**src/spo_pkg.sv**
```systemverilog
`timescale 1ns / 1ps
// spo_pkg: shared types for the shape pair overlap test
// test kind codes and the control bundle that travels down the pipeline
// no dependencies
package spo_pkg;

	// which pair of shapes a request carries
	typedef enum logic [1:0] {
		KIND_BOX_BOX   = 2'd0,
		KIND_CIRC_CIRC = 2'd1,
		KIND_BOX_CIRC  = 2'd2,
		KIND_CIRC_BOX  = 2'd3
	} kind_t;

	// per-stage control: valid flag, box-box request flag, box-box answer
	typedef struct packed {
		logic vld;
		logic is_box;
		logic box_hit;
	} ctl_t;

endpackage

```
**src/spo_front.sv**
```systemverilog
`timescale 1ns / 1ps
// spo_front: request register, box-box interval test and operand setup
// selects point and interval per axis plus the radius; depends on spo_pkg
module spo_front #(
	parameter int COORD_BITS = 24
) (
	input  logic                         clk,
	input  logic                         arst_n,
	input  logic                         take,
	input  logic [1:0]                   kind,
	input  logic signed [COORD_BITS-1:0] a_x,
	input  logic signed [COORD_BITS-1:0] a_y,
	input  logic [COORD_BITS-2:0]        a_w,
	input  logic [COORD_BITS-2:0]        a_h,
	input  logic signed [COORD_BITS-1:0] b_x,
	input  logic signed [COORD_BITS-1:0] b_y,
	input  logic [COORD_BITS-2:0]        b_w,
	input  logic [COORD_BITS-2:0]        b_h,
	output spo_pkg::ctl_t                ctl_s2,
	output logic signed [COORD_BITS:0]   vx_s2,
	output logic signed [COORD_BITS:0]   vy_s2,
	output logic signed [COORD_BITS:0]   lox_s2,
	output logic signed [COORD_BITS:0]   hix_s2,
	output logic signed [COORD_BITS:0]   loy_s2,
	output logic signed [COORD_BITS:0]   hiy_s2,
	output logic [COORD_BITS-1:0]        rad_s2
);
	import spo_pkg::*;

	localparam int W = COORD_BITS;

	logic                vld_s1;
	kind_t               kind_s1;
	logic signed [W-1:0] ax_s1, ay_s1, bx_s1, by_s1;
	logic [W-2:0]        aw_s1, ah_s1, bw_s1, bh_s1;

	logic signed [W:0] ax_e, ay_e, bx_e, by_e;
	logic signed [W:0] aw_e, ah_e, bw_e, bh_e;
	logic signed [W:0] sax, say, sbx, sby, hay, hby;
	logic signed [W:0] tx, ty, txn, tyn;
	logic              box_hit_c;
	logic signed [W:0] vx_c, vy_c, lox_c, hix_c, loy_c, hiy_c;
	logic [W-1:0]      rad_c;

	// request register
	always_ff @(posedge clk or negedge arst_n) begin
		if (!arst_n) begin
			vld_s1 <= 1'b0;
		end else begin
			vld_s1 <= take;
		end
	end

	always_ff @(posedge clk) begin
		if (take) begin
			kind_s1 <= kind_t'(kind);
			ax_s1   <= a_x;
			ay_s1   <= a_y;
			aw_s1   <= a_w;
			ah_s1   <= a_h;
			bx_s1   <= b_x;
			by_s1   <= b_y;
			bw_s1   <= b_w;
			bh_s1   <= b_h;
		end
	end

	// extend everything to one signed width
	assign ax_e = {ax_s1[W-1], ax_s1};
	assign ay_e = {ay_s1[W-1], ay_s1};
	assign bx_e = {bx_s1[W-1], bx_s1};
	assign by_e = {by_s1[W-1], by_s1};
	assign aw_e = {2'b00, aw_s1};
	assign ah_e = {2'b00, ah_s1};
	assign bw_e = {2'b00, bw_s1};
	assign bh_e = {2'b00, bh_s1};

	// corner plus extent sums (circle centers and far box edges)
	assign sax = ax_e + aw_e;
	assign say = ay_e + aw_e;
	assign sbx = bx_e + bw_e;
	assign sby = by_e + bw_e;
	assign hay = ay_e + ah_e;
	assign hby = by_e + bh_e;

	// box-box interval test, touching counts
	assign tx  = ax_e - bx_e;
	assign ty  = ay_e - by_e;
	assign txn = bx_e - ax_e;
	assign tyn = by_e - ay_e;
	assign box_hit_c = (tx <= bw_e) && (txn <= aw_e) && (ty <= bh_e) && (tyn <= ah_e);

	// point against interval per axis; circle-circle uses a degenerate interval
	always_comb begin
		unique case (kind_s1)
			KIND_CIRC_CIRC: begin
				vx_c  = sax;
				vy_c  = say;
				lox_c = sbx;
				hix_c = sbx;
				loy_c = sby;
				hiy_c = sby;
				rad_c = {1'b0, aw_s1} + {1'b0, bw_s1};
			end
			KIND_CIRC_BOX: begin
				vx_c  = sax;
				vy_c  = say;
				lox_c = bx_e;
				hix_c = sbx;
				loy_c = by_e;
				hiy_c = hby;
				rad_c = {1'b0, aw_s1};
			end
			KIND_BOX_CIRC, KIND_BOX_BOX: begin
				vx_c  = sbx;
				vy_c  = sby;
				lox_c = ax_e;
				hix_c = sax;
				loy_c = ay_e;
				hiy_c = hay;
				rad_c = {1'b0, bw_s1};
			end
			default: begin
				vx_c  = sbx;
				vy_c  = sby;
				lox_c = ax_e;
				hix_c = sax;
				loy_c = ay_e;
				hiy_c = hay;
				rad_c = {1'b0, bw_s1};
			end
		endcase
	end

	// stage 2 register
	always_ff @(posedge clk or negedge arst_n) begin
		if (!arst_n) begin
			ctl_s2 <= '0;
		end else begin
			ctl_s2.vld     <= vld_s1;
			ctl_s2.is_box  <= (kind_s1 == KIND_BOX_BOX);
			ctl_s2.box_hit <= box_hit_c;
		end
	end

	always_ff @(posedge clk) begin
		vx_s2  <= vx_c;
		vy_s2  <= vy_c;
		lox_s2 <= lox_c;
		hix_s2 <= hix_c;
		loy_s2 <= loy_c;
		hiy_s2 <= hiy_c;
		rad_s2 <= rad_c;
	end

endmodule

```
**config.mk**
```make
export PLATFORM = sky130hd
export DESIGN_NAME = spo_front
export DESIGN_NICKNAME = d
export VERILOG_FILES = /design/src/spo_pkg.sv /design/src/spo_front.sv
export SDC_FILE = /design/constraint.sdc
export NUM_CORES = 1
export LEC_CHECK = 0
export ABC_AREA = 1
export ABC_CLOCK_PERIOD_IN_PS = 5750
export BUFFER_PORTS_ARGS = -buffer_cell sky130_fd_sc_hd__buf_2
export CAP_MARGIN = 20
export CORE_MARGIN = 2
export CORE_UTILIZATION = 40
export DETAILED_ROUTE_END_ITERATION = 6
export HOLD_SLACK_MARGIN = 0.06
export PLACE_DENSITY_LB_ADDON = 0.3
export SLEW_MARGIN = 20
export SYNTH_ARGS = -nofsm -noshare
export SYNTH_HDL_FRONTEND = slang
export SYNTH_SLANG_ARGS = --single-unit
```
**constraint.sdc**
```tcl
create_clock -name clk -period 5.75 [get_ports clk]
set_clock_uncertainty 0.2 [all_clocks]
set_input_delay 0.575 -clock clk [delete_from_list [all_inputs] [get_ports clk]]
set_output_delay 0.575 -clock clk [all_outputs]
set_load 0.03 [all_outputs]
```
==> impl_results.md <==
- Status: complete, no violations
- Setup crit end kind: flop
- Detailed router's first-iteration violation count: 2191
- Final hold slack: roughly 150 ps
- Setup-failing EPs final: 0
- Period utilisation layout: 77.6%
- Hpwl dp: a little over 80000 um
- Mean number of vias per cell: ~5.4
- P_leak: roughly 16 nW
- Initial antenna violation count: 5
- Skew-Pair Late Insertion Delay: about 580 ps
- Register bit total from synthesis: between 300 and 400
- Flop2flop setup slack: about 1300 ps
- Max IR drop VDD: 0.000412 V
- CTS H-tree depth: 2
- Clock-pin transition on the worst setup and hold timing paths: about 70 ps
- Post-place setup slack: 1350 ps
- Routed len/inst: between 20 and 25 um
- Ys async rst share: between 1 and 1.5%
- Synthesized instance count: around 3.4k
- RSZ-0062 raised after global routing: no
- Pre-antenna DRT Iters: 5
- Slowest cell on crit path: nor4b_1
- Antenna viol nets, final: 0
- Setup_tns: 0 ps
- YS warnings: 0
- Clk root buf: clkbuf_16
- CP Launch Type: flop
- Most frequent cells after synthesis: nand2_1 (663), inv_1 (444), ha_1 (349), a21oi_1 (320), o21ai_0 (205)
- PortBufs: between 300 and 400
- Worst hold path class: reg -> reg
- Layout Nets: 4504
- Core ar.: just under 70000 um2
- Syn nets: around 4.0k
- Worst setup margin: ~1300 ps
- Top cell type's share of synthesized area: between 20% and 30%
- CTS tree: yes
- Post-synth EDFFs: between 150 and 200
- Max-cap violations: 0
- Routed wire length: between 100000 and 150000 um
- Worst relative slew slack: around a third
- DRC violations left: 0
- Die area: just over 70000 um2
- Non-filler cells in the finished layout: 4857
- First-pass GRT wire length: between 150000 and 200000 um
- Inserted Diodes: 0
- Worst-path maximum fanout: 3
- Grt total ovfl: 0
- P per Cell Area: 322 nW/um2
- Initial Util: between 40 and 50%
- Count leader, synth: nand2_1
- CTS buffer count: approximately 40
- Post-layout min period: around 4500 ps
- Worst Tran Pin Value: 1020 ps
- Synthesized cell area: roughly 27000 um2
- Number of global-route vias before repair: around 26k
- Num rows: 95
- Area grow syn2layout: 21.9%
- Final Power: roughly 0.011 W
- Die W: between 200 and 300 um
- Post-Place Cells: 4590
- DIE HEIGHT: around 270 um
- Avg Cell Area, Syn: between 8 and 9 um2
- Synth cell types: a little under 70
- # IOs: between 300 and 400
- Fmax: about 220 MHz
- Top cells by area, synth: edfxtp_1 (21%), ha_1 (16%), dfxtp_1 (13%)
- Hold Path Stages: 0
- Clk buf depth: 3
- Worst EP required: between 6000 and 7000 ps
- Fillers: 6538
- Primary FF master, synth: edfxtp_1
- Final Max Tran Viols: 0
- Yosys top cell by area: edfxtp_1
- Routability cong.: 1.01
- Via Count: ~26k
- Final hold vios: 0
- GR Util All Layers: between 20% and 30%
- Largest net degree at the start of global routing: between 100 and 150
- Sequential area share after synthesis: 34.0%
- Crit-path cells: inv_1 > ha_1 > fa_1 > o21a_1 > o21ai_2 > a21oi_1 > o21bai_1 > a21oi_1 > xor2_1 > ha_1 > nand2_1 > nor4b_1 > nand3_1 > nand2_1 > nand2_1 > nand2_1 > nand2_1 > nor2_1 > nand2_1 > nor2_1
- # Post-CTS Setup Buffers: 0
- Setup CP Type: reg -> reg
- Layout cells sized above 1: between 10% and 20%
- Clk sink count: between 300 and 400
- Most used cell, CP: nand2_1
- Critical Path AT: roughly 4800 ps
- Reg2Reg Depth: 20
- Peak per-stage delay on the critical path: 660 ps
## through the flow
stage	cell area, um2	utilization, %
after global placement	30000	44.5
final	33300	49.4
after CTS	33300	49.4
after detailed placement	30000	44.5
after global routing	33300	49.4
after floorplan	27300	-
## cell type report
| class | count | area, um2 | area share [%] |
|---|---|---|---|
| Multi-Input combinational cell | 2512 | 16000 | 47.9 |
| Sequential cell | 368 | 9290 | 27.9 |
| Timing Repair Buffer | 570 | 3850 | 11.6 |
| Tap cell | 873 | 1090 | 3.28 |
| Inverter | 458 | 1720 | 5.17 |
| Clock inverter | 18 | 159 | 0.477 |
| Clock buffer | 58 | 1210 | 3.64 |
## cell families (layout without fill, tap and decap cells)
group | after synthesis | in the layout | share of synthesized area (%)
buf+inv | 531 | 1104 | 7.58
compound gates | 817 | 817 | 18.1
fa+ha+maj | 360 | 360 | 16.8
simple gates | 1190 | 1190 | 18.9
xor+xnor | 144 | 144 | 4.62
mux | 1 | 1 | 0.0367
flops | 368 | 368 | 34.0
## registers in the layout, summed over array words and instances (netlist names)
| register | count |
|---|---|
| vy_s2 | 25 |
| aw_s1 | 23 |
| vx_s2 | 25 |
| kind_s1 | 2 |
| ah_s1 | 23 |
| hix_s2 | 25 |
| vld_s1 | 1 |
| loy_s2 | 25 |
| ctl_s2 | 3 |
| ay_s1 | 24 |
| rad_s2 | 24 |
| ax_s1 | 24 |
| hiy_s2 | 25 |
| bh_s1 | 23 |
| bx_s1 | 24 |
| lox_s2 | 25 |
| by_s1 | 24 |
| bw_s1 | 23 |
## what timing repair did
| item | CTS | global route |
|---|---|---|
| resized for setup | 0 | 0 |
| endpoints found under the hold margin | 194 | 0 |
| hold buffers | 191 | 0 |
## routing by layer
layer | GRT usage [%] | share of wire [%] | vias to the layer above | routed length [um]
met5 | 0 | 0.022 | - | 23
li1 | - | - | 12800 | -
met2 | 50.2 | 49 | 919 | 50100
met3 | 3.26 | 5.4 | 188 | 5540
met1 | 35.2 | 42 | 12400 | 42900
met4 | 10.7 | 3.8 | 4 | 3910
## critical path: cells and delay by family, from the launching register on
family	cells	cell delay, ps
compound gates	5	1000
xor+xnor	1	170
fa+ha+maj	3	990
buf+inv	1	80
flops	1	400
simple gates	10	1550
## final timing paths
kind,startpoint,to
max in group asynchronous,arst_n,ctl_s2[2]
min,vld_s1,ctl_s2[2]
min reg2reg,vld_s1,ctl_s2[2]
min in group asynchronous,arst_n,ctl_s2[0]
max reg2reg,ax_s1[0],ctl_s2[0]
max,ax_s1[0],ctl_s2[0]
## placed cells by master, fill, tap and decap left out, types with 13 or more instances in the layout
cell	count
nand2_1	662
inv_1	444
buf_2	368
ha_1	349
a21oi_1	320
o21ai_0	205
nor2_1	199
dlygate4sd3_1	191
edfxtp_1	190
dfxtp_1	174
nand3_1	171
xor2_1	93
o221ai_1	57
xnor2_1	51
clkbuf_16	43
nand4_1	38
o21bai_1	32
nor3_1	31
o21ai_1	29
o21a_1	25
nand3b_1	24
a21oi_2	23
a21o_1	21
o21ai_2	17
o211ai_1	14
a31oi_1	13
## power by group
group	switching (W)	internal (W)
combinational	0.00306	0.00152
clock	0.00109	0.00157
sequential	0.000295	0.00318
total	0.00445	0.00627
(Power assumes the default switching activity.)
